### config.mk
export PLATFORM = sky130hd
export DESIGN_NAME = two_room_people_counter_top_flat
export DESIGN_NICKNAME = d
export VERILOG_FILES = /design/src/rtl/core/trpc_pkg.sv /design/src/rtl/core/trpc_if.sv /design/src/rtl/core/trpc_cfg_regs.sv /design/src/rtl/core/trpc_core.sv /design/src/rtl/core/two_room_people_counter_top.sv /design/src/flat_wrapper.sv
export SDC_FILE = /design/constraint.sdc
export NUM_CORES = 1
export LEC_CHECK = 0
export BUFFER_PORTS_ARGS = -buffer_cell sky130_fd_sc_hd__buf_2
export CORE_MARGIN = 5
export CORE_UTILIZATION = 30
export CTS_BUF_LIST = sky130_fd_sc_hd__clkbuf_16
export CTS_CLUSTER_SIZE = 30
export DETAILED_ROUTE_END_ITERATION = 6
export PLACE_DENSITY = 0.55
export SETUP_SLACK_MARGIN = 0.4
export SYNTH_ARGS = -nofsm -noshare
export SYNTH_HDL_FRONTEND = slang
export SYNTH_SLANG_ARGS = --single-unit
### constraint.sdc
create_clock -name clk_i -period 4.1 [get_ports clk_i]
set_clock_uncertainty 0.05 [all_clocks]
set_input_delay 0.41 -clock clk_i [delete_from_list [all_inputs] [get_ports clk_i]]
set_output_delay 0.41 -clock clk_i [all_outputs]
set_load 0.005 [all_outputs]
### src/rtl/core/trpc_pkg.sv
// Shared types and constants for the two-room people counter.
`timescale 1ns / 1ps

package trpc_pkg;

  // Configuration register indexes (byte address = 4 * index)
  localparam int unsigned RegAddrW = 4;
  localparam logic [1:0] REG_WIN_START = 2'd0;
  localparam logic [1:0] REG_WIN_END   = 2'd1;
  localparam logic [1:0] REG_TICK_LIM  = 2'd2;

  // Reset values
  localparam logic [16:0] WIN_START_RST = 17'd57600;
  localparam logic [16:0] WIN_END_RST   = 17'd60300;
  localparam logic [7:0]  TICK_LIM_RST  = 8'd2;
  localparam logic [7:0]  ROOM_TWO_RST  = 8'd2;
  localparam logic [7:0]  ROOM_ONE_RST  = 8'd0;

  // Bit positions inside the stored sensor level word
  localparam int unsigned LV_HIGH = 0;
  localparam int unsigned LV_LOW1 = 1;
  localparam int unsigned LV_LOW2 = 2;
  localparam int unsigned LV_MAG  = 3;
  localparam logic [3:0]  LEVELS_RST = 4'b0111;

  // Item kinds
  localparam logic REQ_SAMPLE = 1'b0;
  localparam logic REQ_TICK   = 1'b1;

  typedef enum logic [2:0] {
    EV_NONE     = 3'd0,
    EV_CHILD_12 = 3'd1,
    EV_ADULT_12 = 3'd2,
    EV_CHILD_21 = 3'd3,
    EV_ADULT_21 = 3'd4,
    EV_CLOSED   = 3'd5,
    EV_OPENED   = 3'd6
  } trpc_event_e;

  typedef struct packed {
    logic        req_type;
    logic        high_beam_level;
    logic        low_beam_one_level;
    logic        low_beam_two_level;
    logic        magnet_level;
    logic [16:0] time_of_day;
  } trpc_item_t;

  typedef struct packed {
    logic [7:0]  room_one_count;
    logic [7:0]  room_two_count;
    logic        room_one_lamp;
    logic        room_two_lamp;
    logic        buzzer_on;
    logic        window_is_open;
    trpc_event_e event_code;
  } trpc_res_t;

  typedef struct packed {
    logic [16:0] win_start;
    logic [16:0] win_end;
    logic [7:0]  tick_limit;
  } trpc_cfg_t;

endpackage

### src/rtl/core/trpc_if.sv
// Handshake channel interfaces for sensor items and counter results.
`timescale 1ns / 1ps

interface trpc_in_if;
  logic        valid;
  logic        ready;
  logic        req_type;
  logic        high_beam_level;
  logic        low_beam_one_level;
  logic        low_beam_two_level;
  logic        magnet_level;
  logic [16:0] time_of_day;

  modport source (
    output valid, req_type, high_beam_level, low_beam_one_level,
           low_beam_two_level, magnet_level, time_of_day,
    input  ready
  );
  modport sink (
    input  valid, req_type, high_beam_level, low_beam_one_level,
           low_beam_two_level, magnet_level, time_of_day,
    output ready
  );
endinterface

interface trpc_out_if;
  logic       valid;
  logic       ready;
  logic [7:0] room_one_count;
  logic [7:0] room_two_count;
  logic       room_one_lamp;
  logic       room_two_lamp;
  logic       buzzer_on;
  logic       window_is_open;
  logic [2:0] event_code;

  modport source (
    output valid, room_one_count, room_two_count, room_one_lamp, room_two_lamp,
           buzzer_on, window_is_open, event_code,
    input  ready
  );
  modport sink (
    input  valid, room_one_count, room_two_count, room_one_lamp, room_two_lamp,
           buzzer_on, window_is_open, event_code,
    output ready
  );
endinterface

### src/rtl/core/trpc_cfg_regs.sv
// APB-style configuration registers: alarm window and buzzer tick limit.
`timescale 1ns / 1ps

module trpc_cfg_regs (
  input  logic                          clk_i,
  input  logic                          rst_ni,
  input  logic                          psel,
  input  logic                          penable,
  input  logic                          pwrite,
  input  logic [trpc_pkg::RegAddrW-1:0] paddr,
  input  logic [31:0]                   pwdata,
  output logic [31:0]                   prdata,
  output logic                          pready,
  output trpc_pkg::trpc_cfg_t           cfg_o
);

  logic [16:0] win_start_q;
  logic [16:0] win_end_q;
  logic [7:0]  tick_lim_q;
  logic        wr_en;
  logic [1:0]  reg_idx;

  assign pready  = 1'b1;
  assign wr_en   = psel & penable & pwrite & pready;
  assign reg_idx = paddr[3:2];

  // Register writes; unknown indexes are dropped
  always_ff @(posedge clk_i or negedge rst_ni) begin
    if (!rst_ni) begin
      win_start_q <= trpc_pkg::WIN_START_RST;
      win_end_q   <= trpc_pkg::WIN_END_RST;
      tick_lim_q  <= trpc_pkg::TICK_LIM_RST;
    end else if (wr_en) begin
      case (reg_idx)
        trpc_pkg::REG_WIN_START: win_start_q <= pwdata[16:0];
        trpc_pkg::REG_WIN_END:   win_end_q   <= pwdata[16:0];
        trpc_pkg::REG_TICK_LIM:  tick_lim_q  <= pwdata[7:0];
        default: ;
      endcase
    end
  end

  // Read-back mux
  always_comb begin
    case (reg_idx)
      trpc_pkg::REG_WIN_START: prdata = {15'd0, win_start_q};
      trpc_pkg::REG_WIN_END:   prdata = {15'd0, win_end_q};
      trpc_pkg::REG_TICK_LIM:  prdata = {24'd0, tick_lim_q};
      default:                 prdata = 32'd0;
    endcase
  end

  assign cfg_o.win_start  = win_start_q;
  assign cfg_o.win_end    = win_end_q;
  assign cfg_o.tick_limit = tick_lim_q;

endmodule

### src/rtl/core/trpc_core.sv
// Counter state and the combinational update for one sample or tick item.
`timescale 1ns / 1ps

module trpc_core (
  input  logic                 clk_i,
  input  logic                 rst_ni,
  input  logic                 en_i,
  input  trpc_pkg::trpc_item_t item_i,
  input  trpc_pkg::trpc_cfg_t  cfg_i,
  output trpc_pkg::trpc_res_t  res_o
);

  localparam logic DIR_ONE_TWO = 1'b0;
  localparam logic DIR_TWO_ONE = 1'b1;

  logic [3:0] prev_q, prev_d;
  logic       started_q, started_d;
  logic       dir_q, dir_d;
  logic       tall_q, tall_d;
  logic [7:0] r1_q, r1_d;
  logic [7:0] r2_q, r2_d;
  logic       win_q, win_d;
  logic       alarm_q, alarm_d;
  logic [7:0] ticks_q, ticks_d;
  logic [3:0] lv;
  logic [3:0] chg;
  logic [7:0] tick_inc;
  logic       in_window;
  trpc_pkg::trpc_event_e ev;

  function automatic logic [7:0] sat_inc(input logic [7:0] v);
    return (v == 8'hFF) ? v : v + 8'd1;
  endfunction

  function automatic logic [7:0] sat_dec(input logic [7:0] v);
    return (v == 8'd0) ? v : v - 8'd1;
  endfunction

  assign lv = {item_i.magnet_level, item_i.low_beam_two_level,
               item_i.low_beam_one_level, item_i.high_beam_level};
  assign chg       = lv ^ prev_q;
  assign tick_inc  = ticks_q + 8'd1;
  assign in_window = (cfg_i.win_start < item_i.time_of_day) &&
                     (item_i.time_of_day < cfg_i.win_end);

  // Next state: edges handled high beam, low one, low two, magnet
  always_comb begin
    prev_d    = prev_q;
    started_d = started_q;
    dir_d     = dir_q;
    tall_d    = tall_q;
    r1_d      = r1_q;
    r2_d      = r2_q;
    win_d     = win_q;
    alarm_d   = alarm_q;
    ticks_d   = ticks_q;
    ev        = trpc_pkg::EV_NONE;
    if (item_i.req_type == trpc_pkg::REQ_TICK) begin
      if (alarm_q) begin
        if (tick_inc == cfg_i.tick_limit) begin
          ticks_d = 8'd0;
          alarm_d = 1'b0;
        end else begin
          ticks_d = tick_inc;
        end
      end
    end else begin
      prev_d = lv;
      if (chg[trpc_pkg::LV_HIGH] && !lv[trpc_pkg::LV_HIGH]) begin
        tall_d = 1'b1;
      end
      // room one side beam
      if (chg[trpc_pkg::LV_LOW1]) begin
        if (!lv[trpc_pkg::LV_LOW1]) begin
          if (!started_d) begin
            started_d = 1'b1;
            dir_d     = DIR_ONE_TWO;
          end
        end else if (started_d && dir_d == DIR_TWO_ONE) begin
          ev        = tall_d ? trpc_pkg::EV_ADULT_21 : trpc_pkg::EV_CHILD_21;
          started_d = 1'b0;
          tall_d    = 1'b0;
          r2_d      = sat_dec(r2_d);
          r1_d      = sat_inc(r1_d);
        end
      end
      // room two side beam
      if (chg[trpc_pkg::LV_LOW2]) begin
        if (!lv[trpc_pkg::LV_LOW2]) begin
          if (!started_d) begin
            started_d = 1'b1;
            dir_d     = DIR_TWO_ONE;
          end
        end else if (started_d && dir_d == DIR_ONE_TWO) begin
          ev        = tall_d ? trpc_pkg::EV_ADULT_12 : trpc_pkg::EV_CHILD_12;
          started_d = 1'b0;
          tall_d    = 1'b0;
          r1_d      = sat_dec(r1_d);
          r2_d      = sat_inc(r2_d);
        end
      end
      // window magnet; retrigger leaves the tick count alone
      if (chg[trpc_pkg::LV_MAG]) begin
        if (!lv[trpc_pkg::LV_MAG]) begin
          win_d = 1'b0;
          ev    = trpc_pkg::EV_CLOSED;
        end else begin
          if (in_window) begin
            alarm_d = 1'b1;
          end
          win_d = 1'b1;
          ev    = trpc_pkg::EV_OPENED;
        end
      end
    end
  end

  // State registers
  always_ff @(posedge clk_i or negedge rst_ni) begin
    if (!rst_ni) begin
      prev_q    <= trpc_pkg::LEVELS_RST;
      started_q <= 1'b0;
      dir_q     <= DIR_ONE_TWO;
      tall_q    <= 1'b0;
      r1_q      <= trpc_pkg::ROOM_ONE_RST;
      r2_q      <= trpc_pkg::ROOM_TWO_RST;
      win_q     <= 1'b0;
      alarm_q   <= 1'b0;
      ticks_q   <= 8'd0;
    end else if (en_i) begin
      prev_q    <= prev_d;
      started_q <= started_d;
      dir_q     <= dir_d;
      tall_q    <= tall_d;
      r1_q      <= r1_d;
      r2_q      <= r2_d;
      win_q     <= win_d;
      alarm_q   <= alarm_d;
      ticks_q   <= ticks_d;
    end
  end

  // Result as seen after this item
  assign res_o.room_one_count = r1_d;
  assign res_o.room_two_count = r2_d;
  assign res_o.room_one_lamp  = (r1_d != 8'd0);
  assign res_o.room_two_lamp  = (r2_d != 8'd0);
  assign res_o.buzzer_on      = alarm_d;
  assign res_o.window_is_open = win_d;
  assign res_o.event_code     = ev;

  // Tick count is parked at zero whenever the buzzer is off
  a_ticks_idle: assert property (@(posedge clk_i) disable iff (!rst_ni)
    !alarm_q |-> ticks_q == 8'd0)
    else $error("tick count running with buzzer off");

  // Latched window state follows the stored magnet level
  a_win_magnet: assert property (@(posedge clk_i) disable iff (!rst_ni)
    win_q == prev_q[trpc_pkg::LV_MAG])
    else $error("window flag out of step with magnet level");

  // Ticks leave the stored levels untouched
  a_tick_levels: assert property (@(posedge clk_i) disable iff (!rst_ni)
    en_i && item_i.req_type == trpc_pkg::REQ_TICK |=> $stable(prev_q))
    else $error("tick item altered sensor levels");

  // Room one count moves by at most one person per item
  a_room_step: assert property (@(posedge clk_i) disable iff (!rst_ni)
    en_i |=> (r1_q == $past(r1_q) || r1_q == $past(r1_q) + 8'd1 ||
              r1_q == $past(r1_q) - 8'd1))
    else $error("room one count jumped");

endmodule

### src/rtl/core/two_room_people_counter_top.sv
// Top level: input register, counter core, result register and config port.
`timescale 1ns / 1ps
// Pipeline: an item is taken into the input register, and its state update goes
// into the result register once that register is free or being drained.
// Throughput: one item per cycle while the result side is ready; the counter state
// update is a single short combinational pass between the two registers.
// Reset (rst_ni, async, active low): no items held, rooms 0 and 2, buzzer and
// window flags clear, beams taken as high, registers at their default values.

module two_room_people_counter_top (
  input  logic                          clk_i,
  input  logic                          rst_ni,
  trpc_in_if.sink                       in_if,
  trpc_out_if.source                    out_if,
  input  logic                          psel,
  input  logic                          penable,
  input  logic                          pwrite,
  input  logic [trpc_pkg::RegAddrW-1:0] paddr,
  input  logic [31:0]                   pwdata,
  output logic [31:0]                   prdata,
  output logic                          pready
);

  trpc_pkg::trpc_cfg_t  cfg;
  trpc_pkg::trpc_item_t in_item;
  trpc_pkg::trpc_item_t item_q;
  trpc_pkg::trpc_res_t  res;
  trpc_pkg::trpc_res_t  res_q;
  logic                 item_vld_q;
  logic                 res_vld_q;
  logic                 in_acc;
  logic                 step;

  trpc_cfg_regs u_cfg (
    .clk_i   (clk_i),
    .rst_ni  (rst_ni),
    .psel    (psel),
    .penable (penable),
    .pwrite  (pwrite),
    .paddr   (paddr),
    .pwdata  (pwdata),
    .prdata  (prdata),
    .pready  (pready),
    .cfg_o   (cfg)
  );

  assign in_item.req_type           = in_if.req_type;
  assign in_item.high_beam_level    = in_if.high_beam_level;
  assign in_item.low_beam_one_level = in_if.low_beam_one_level;
  assign in_item.low_beam_two_level = in_if.low_beam_two_level;
  assign in_item.magnet_level       = in_if.magnet_level;
  assign in_item.time_of_day        = in_if.time_of_day;

  // Handshake: the held item moves on when the result slot is free or draining
  assign step        = item_vld_q && (!res_vld_q || out_if.ready);
  assign in_if.ready = !item_vld_q || step;
  assign in_acc      = in_if.valid && in_if.ready;

  // Valid flags
  always_ff @(posedge clk_i or negedge rst_ni) begin
    if (!rst_ni) begin
      item_vld_q <= 1'b0;
      res_vld_q  <= 1'b0;
    end else begin
      if (in_acc) begin
        item_vld_q <= 1'b1;
      end else if (step) begin
        item_vld_q <= 1'b0;
      end
      if (step) begin
        res_vld_q <= 1'b1;
      end else if (out_if.ready) begin
        res_vld_q <= 1'b0;
      end
    end
  end

  // Payload registers
  always_ff @(posedge clk_i) begin
    if (in_acc) begin
      item_q <= in_item;
    end
    if (step) begin
      res_q <= res;
    end
  end

  trpc_core u_core (
    .clk_i  (clk_i),
    .rst_ni (rst_ni),
    .en_i   (step),
    .item_i (item_q),
    .cfg_i  (cfg),
    .res_o  (res)
  );

  assign out_if.valid          = res_vld_q;
  assign out_if.room_one_count = res_q.room_one_count;
  assign out_if.room_two_count = res_q.room_two_count;
  assign out_if.room_one_lamp  = res_q.room_one_lamp;
  assign out_if.room_two_lamp  = res_q.room_two_lamp;
  assign out_if.buzzer_on      = res_q.buzzer_on;
  assign out_if.window_is_open = res_q.window_is_open;
  assign out_if.event_code     = res_q.event_code;

endmodule

### src/flat_wrapper.sv
// flat-port wrapper written by rule: the top's interface ports become plain ports
module two_room_people_counter_top_flat 
  (clk_i, rst_ni, psel, penable, pwrite, paddr, pwdata, prdata, pready, in_if_valid, in_if_req_type, in_if_high_beam_level, in_if_low_beam_one_level, in_if_low_beam_two_level, in_if_magnet_level, in_if_time_of_day, in_if_ready, out_if_valid, out_if_room_one_count, out_if_room_two_count, out_if_room_one_lamp, out_if_room_two_lamp, out_if_buzzer_on, out_if_window_is_open, out_if_event_code, out_if_ready);
  trpc_in_if in_if_i ();
  trpc_out_if out_if_i ();
  input  logic clk_i;
  input  logic rst_ni;
  input  logic psel;
  input  logic penable;
  input  logic pwrite;
  input  logic [trpc_pkg::RegAddrW-1:0] paddr;
  input  logic [31:0] pwdata;
  output logic [31:0] prdata;
  output logic pready;
  input wire logic [$bits(in_if_i.valid)-1:0] in_if_valid;
  input wire logic [$bits(in_if_i.req_type)-1:0] in_if_req_type;
  input wire logic [$bits(in_if_i.high_beam_level)-1:0] in_if_high_beam_level;
  input wire logic [$bits(in_if_i.low_beam_one_level)-1:0] in_if_low_beam_one_level;
  input wire logic [$bits(in_if_i.low_beam_two_level)-1:0] in_if_low_beam_two_level;
  input wire logic [$bits(in_if_i.magnet_level)-1:0] in_if_magnet_level;
  input wire logic [$bits(in_if_i.time_of_day)-1:0] in_if_time_of_day;
  output wire logic [$bits(in_if_i.ready)-1:0] in_if_ready;
  output wire logic [$bits(out_if_i.valid)-1:0] out_if_valid;
  output wire logic [$bits(out_if_i.room_one_count)-1:0] out_if_room_one_count;
  output wire logic [$bits(out_if_i.room_two_count)-1:0] out_if_room_two_count;
  output wire logic [$bits(out_if_i.room_one_lamp)-1:0] out_if_room_one_lamp;
  output wire logic [$bits(out_if_i.room_two_lamp)-1:0] out_if_room_two_lamp;
  output wire logic [$bits(out_if_i.buzzer_on)-1:0] out_if_buzzer_on;
  output wire logic [$bits(out_if_i.window_is_open)-1:0] out_if_window_is_open;
  output wire logic [$bits(out_if_i.event_code)-1:0] out_if_event_code;
  input wire logic [$bits(out_if_i.ready)-1:0] out_if_ready;
  assign in_if_i.valid = in_if_valid;
  assign in_if_i.req_type = in_if_req_type;
  assign in_if_i.high_beam_level = in_if_high_beam_level;
  assign in_if_i.low_beam_one_level = in_if_low_beam_one_level;
  assign in_if_i.low_beam_two_level = in_if_low_beam_two_level;
  assign in_if_i.magnet_level = in_if_magnet_level;
  assign in_if_i.time_of_day = in_if_time_of_day;
  assign in_if_ready = in_if_i.ready;
  assign out_if_valid = out_if_i.valid;
  assign out_if_room_one_count = out_if_i.room_one_count;
  assign out_if_room_two_count = out_if_i.room_two_count;
  assign out_if_room_one_lamp = out_if_i.room_one_lamp;
  assign out_if_room_two_lamp = out_if_i.room_two_lamp;
  assign out_if_buzzer_on = out_if_i.buzzer_on;
  assign out_if_window_is_open = out_if_i.window_is_open;
  assign out_if_event_code = out_if_i.event_code;
  assign out_if_i.ready = out_if_ready;
  two_room_people_counter_top u_core (.clk_i(clk_i), .rst_ni(rst_ni), .in_if(in_if_i), .out_if(out_if_i), .psel(psel), .penable(penable), .pwrite(pwrite), .paddr(paddr), .pwdata(pwdata), .prdata(prdata), .pready(pready));
endmodule
[Word level (Yosys, flattened, before mapping)]
Index checks and enable logic that the tools add are counted.
Operators by class
  $add $sub $neg: 5
  $lt $le $gt $ge: 2
  equality and inequality tests: 5
  mux-type cells: 68
  bitwise logic cells: 5
  reduce and logical (&&, ||, !) cells: 23
Operators with widths (count)
  8-bit two-way mux: 21
  17-bit case mux with 3 select lines: 1
  1-bit two-way mux: 36
  17-bit less-than comparator: 2
  8-bit by 1-bit adder with 8-bit output (second input constant): 3
  3-bit two-way mux: 8
  8-bit equality test (second input constant): 2
  8-bit logical NOT: 2
  8-bit nonzero test: 2
  8-bit by 1-bit subtractor with 8-bit output (second input constant): 2
  8-bit equality test: 1
  2-bit AND reduction: 4
  1-bit logical AND: 6
  2-bit two-way mux: 2
  2-bit nonzero test: 2
  4-bit bitwise XOR: 1
  1-bit logical NOT: 3
  3-bit AND reduction: 1
  1-bit bitwise AND: 2
  2-bit by 1-bit equality test with 1-bit output (second input constant): 1
  2-bit equality test (second input constant): 1
  2-bit logical NOT: 1
  1-bit logical OR: 2
  1-bit inverter: 2
Word-level totals
  register bits after elaboration: 122
  bits of input ports: 65
  output and inout bits: 58
  word-level logic and storage cells: 135

[Logic depth before layout (Yosys ltp)]
  depth after elaboration: 13
  depth in mapped cells: 14

[Cells and area by module]
A second synthesis with hierarchy kept.
Second synthesis, totals
  cells, all modules: 714
  area total of the unflattened synthesis: 7465.9 um^2
Modules (own cells, without submodules)
  trpc_core: instances 1, cells an instance 504, area an instance 3921.3 um^2, sequential area each 830.8 um^2
  trpc_cfg_regs: instances 1, cells an instance 157, area an instance 2089.5 um^2, sequential area each 1068.5 um^2
  two_room_people_counter_top: instances 1, cells an instance 53, area an instance 1455.1 um^2, sequential area each 1401.3 um^2

[Worst setup path after synthesis]
OpenSTA, ideal clock, no wires.
  path type: register to register
  start point: register u_core.u_core.r2_q[0]
  end point: register u_core.res_q, in the netlist u_core.out_if.room_two_lamp (data pin)
  setup time: 0.272 ns
  arrival time: 3.893 ns
  setup slack: -0.115 ns
  stages on the path, launching flop included: 15
  path buffers: 0
  clock period less this slack: 4.215 ns
  cell sequence: dfrtp_1 inv_1 ha_1 or3b_2 o21ai_1 nand2_1 o21ai_0 ha_1 nand4b_1 o31ai_2 nand2_1 or3b_2 a31o_1 or4_1 or4_1
RTL lines
  from (decl): line trpc_core.sv:21  | logic [7:0] r2_q, r2_d;
  from (signal assigned): line trpc_core.sv:126  | r2_q <= trpc_pkg::ROOM_TWO_RST;
  from (signal assigned): line trpc_core.sv:136  | r2_q <= r2_d;
  to (signal assigned): line two_room_people_counter_top.sv:84  | res_q <= res;
  to (decl): line two_room_people_counter_top.sv:28  | trpc_pkg::trpc_res_t res_q;

==> reports/results.md <==
• **Fin Hold WS** 19.1 ps
• **share of synthesized area occupied by flip-flops and latches** 0.447
• **classification of the worst setup path** reg -> reg
• **number of cells traversed by the worst register-to-register path** 18
• **master of the slowest instance on the critical path** dfstp_2
• **Worst path most repeated cell** buf_4
• **critical path's largest stage delay** 540 ps
• **Post-Place Cell Area** 8340 sq um
• **flops & latches, synth** 122
• **number of antenna violations at the first check in global routing** 0
• **Antenna Cells** 0
• **number of remaining DRC errors** 0
• **number of unique standard cell types used by synthesis** 80
• **average wire length per cell after detail routing** 15.7 um
• **number of global-route vias before repair** 5,693
• **count of pins over their slew limit** 0
• **Starting Density** 0.304
• **number of failing hold endpoints at the final stage** 0
• **worst-path maximum fanout** 3
• **Worst Tran Pin Value** 1230 ps
• **Max H-tree Level** 4
• **data arrival time at the worst-slack endpoint** 3980 ps
• **count of TritonRoute iterations in the first routing pass** 5
• **number of max-cap violations** 0
• **cell area after technology mapping** 7390 sq um
• **Syn Area/Cell** 10.2 sq um
• **Root Buffer** clkbuf_16
• **post-detailed-routing wire length** 18.5 mm
• **GPL Wtd Cong** 0.835
• **Synth-to-Final Area Change** 22.9%
• **run status** finished, final reports clean
• **die width** 167 um
• **total power divided by cell area** 577 nW/um^2
• **Tightest Hold Check Type** in -> async
• **CTS buffer count** 17
• **vertical die dimension** 167 um
• **overall routing resource usage** 0.133
• **final non-filler cell area** 9080 sq um
• **clock tree from TritonCTS** done
• **IO Pins** 123
• **number of I/O port buffers** 89
• **maximum resistive drop on vdd** 0.000342 V
• **count of yosys warnings during synthesis** 0
• **count of flip-flops with a built-in enable after synthesis** 45
• **Iteration-0 DRC Markers** 304
• **share of final-layout standard cells stronger than drive strength 1** 0.317
• **estimated wirelength of the detail-placed design** 13.4 mm
• **f_max** 0.259 GHz
• **area enclosed by the die boundary** 27,900 sq um
• **summed negative setup slack over all endpoints** 0 ps
• **number of vias after detailed routing** 5,755
• **prevailing post-synth register cell** dfrtp_1
• **post-synthesis async set-or-reset flop share** 0.631
• **critical path cell sequence** inv_2 > ha_4 > nor3b_4 > a31oi_1 > xnor2_1 > ha_2 > buf_4 > o2111ai_2 > o31ai_4 > nand2_1 > buf_4 > buf_4 > buf_4 > buf_4 > nand2_1 > a31o_1 > or4_1 > or4_1
• **Skew-Pair Late Insertion Delay** 420 ps
• **Static Leak** 0.00398 uW
• **clock slew at the register clock pins of the worst setup and hold paths** 60 ps
• **buffer levels on the longest clock path** 2
• **final period utilization** 0.943
• **number of filler instances in the final layout** 2,409
• **unrepaired setup endpoints after global routing** true
• **post-layout min period** 3870 ps
• **clock sink total** 122
• **type of origin of the critical path** flop
• **cell count after synthesis** 722
• **endpoint type of the worst setup path** flop
• **Placeable Area** 24,300 sq um
• **WP data required** 4210 ps
• **first-pass GRT wire length** 30.0 mm
• **post-route antenna net violation count** 0
• **setup-violating endpoint count in the final report** 0
• **final net count** 948
• **via density per instance** 4.87
• **maximum number of pins on one net before global-route repair** 57
• **Slew headroom** 0.181
• **Cell Rows** 57
• **remaining global-route overflow** 0
==> registers in the layout, indices dropped and copies added, names as in the netlist, 3 cells and up <==
register	flops
u_core.u_cfg.win_start_q	17
u_core.u_cfg.tick_lim_q	8
u_core.u_core.r2_q	8
u_core.out_if.room_two_count	8
u_core.item_q	22
u_core.u_cfg.win_end_q	17
u_core.out_if.event_code	3
u_core.u_core.ticks_q	8
u_core.out_if.room_one_count	8
u_core.u_core.r1_q	8
u_core.u_core.prev_q	4
==> cell usage after synthesis (all sizes together), types with 3 or more instances <==
cell | number | area (sq um)
a211o | 3 | 26.3
a211oi | 6 | 45.0
a21boi | 3 | 22.5
a21o | 10 | 75.1
a21oi | 19 | 95.1
a31oi | 7 | 43.8
and2 | 6 | 37.5
and3 | 6 | 37.5
and4 | 5 | 48.8
buf | 23 | 165
clkbuf | 20 | 75.1
dfrtp | 59 | 1480
dfstp | 18 | 473
edfxtp | 45 | 1350
ha | 39 | 488
inv | 46 | 173
mux2 | 49 | 556
mux2i | 29 | 290
nand2 | 94 | 360
nand2b | 17 | 106
nand3 | 20 | 100
nand4 | 7 | 43.8
nand4b | 3 | 41.3
nor2 | 31 | 116
nor2b | 6 | 37.5
nor3 | 11 | 55.1
nor3b | 3 | 22.5
nor4 | 6 | 43.8
o2111ai | 3 | 43.8
o211ai | 5 | 37.5
o21ai | 46 | 230
o31ai | 12 | 114
or2 | 3 | 18.8
or3b | 3 | 26.3
or4 | 4 | 37.5
xnor2 | 15 | 131
xor2 | 5 | 43.8
==> through the flow <==
| step | total power, uW | std cells | setup slack (ps) | utilization |
|---|---|---|---|---|
| after floorplan | 3100 | 736 | 126 | - |
| after global placement | 3700 | 1138 | 74.5 | 0.343 |
| after detailed placement | 3720 | 1138 | 42.9 | 0.343 |
| after CTS | 5260 | 1179 | 283 | 0.370 |
| after global routing | 5630 | 1181 | 80.8 | 0.373 |
| final | 5240 | 1181 | 233 | 0.373 |
==> final cells by class <==
class	instances	area, sq um	share of cell area
multi-input cells	525	3860	0.425
flip-flops and latches	122	3300	0.364
repair buffers	132	774	0.0853
clock buffers	17	425	0.0469
well taps	324	405	0.0447
inverters	46	173	0.0190
clock inverters	15	140	0.0154
==> repair_timing <==
| action | in CTS | in global routing |
|---|---|---|
| setup buffers | 9 | 2 |
| hold buffers | 0 | 0 |
| endpoints found under the setup margin | 1 | 2 |
| pin swaps | 13 | 1 |
| gates resized for setup | 9 | 11 |
==> path summary, 6_finish.rpt <==
path                                         start  slack [ps]                          end
max in group asynchronous                   rst_ni        3120      u_core.u_core.prev_q[0]
min reg2reg                u_core.u_core.prev_q[2]         430      u_core.u_core.prev_q[2]
max                          u_core.u_core.r2_q[1]         230  u_core.out_if.room_two_lamp
min in group clk_i           in_if_time_of_day[12]         110            u_core.item_q[12]
min                                         rst_ni          20   u_core.u_cfg.tick_lim_q[3]
max reg2reg                  u_core.u_core.r2_q[1]         230  u_core.out_if.room_two_lamp
==> routing by layer <==
| metal | wire [um] | global-route usage | vias up |
|---|---|---|---|
| met2 | 8630 | 0.212 | 126 |
| met5 | 0 | 0 | - |
| li1 | - | - | 2825 |
| met3 | 747 | 0.0348 | 12 |
| met4 | 172 | 0.0299 | 0 |
| met1 | 8950 | 0.182 | 2792 |
==> placed cells by master (no fill, tap or decap), drive strengths merged, types with 20 or more instances in the layout <==
cell type,instances
nand3,20
edfxtp,45
ha,39
inv,52
nor2,31
mux2i,29
dfrtp,59
o21ai,46
nand2,94
mux2,49
buf,132
==> critical path, delay by kind of cell, from the launching register on <==
family,cells,cell delay [ps]
xor gates and xnor gates,1,120
and+or+nand+nor,5,1240
DFF,1,540
buffers and inverters,6,600
AOI/OAI and AO/OA,4,710
adders and majority gates,2,340
==> cells by family (layout without fill, tap and decap cells) <==
logic type / Yosys count / count (layout) / synth area share
AO/OA/AOI/OAI: 137 / 137 / 0.127
other: 2 / 16 / 0.00102
AND/OR/NAND/NOR: 234 / 234 / 0.164
adder cells (fa/ha/maj): 40 / 40 / 0.0674
flip-flops: 122 / 122 / 0.447
buffers and inverters: 89 / 210 / 0.0559
XOR/XNOR: 20 / 20 / 0.0237
multiplexers: 78 / 78 / 0.114
==> power breakdown <==
| part | total (uW) | internal, uW | switching (uW) |
|---|---|---|---|
| combinational | 1960 | 906 | 1050 |
| clock | 1450 | 843 | 604 |
| sequential | 1830 | 1610 | 227 |
| total | 5240 | 3350 | 1880 |
No activity file was read; power rests on OpenSTA's default activity.
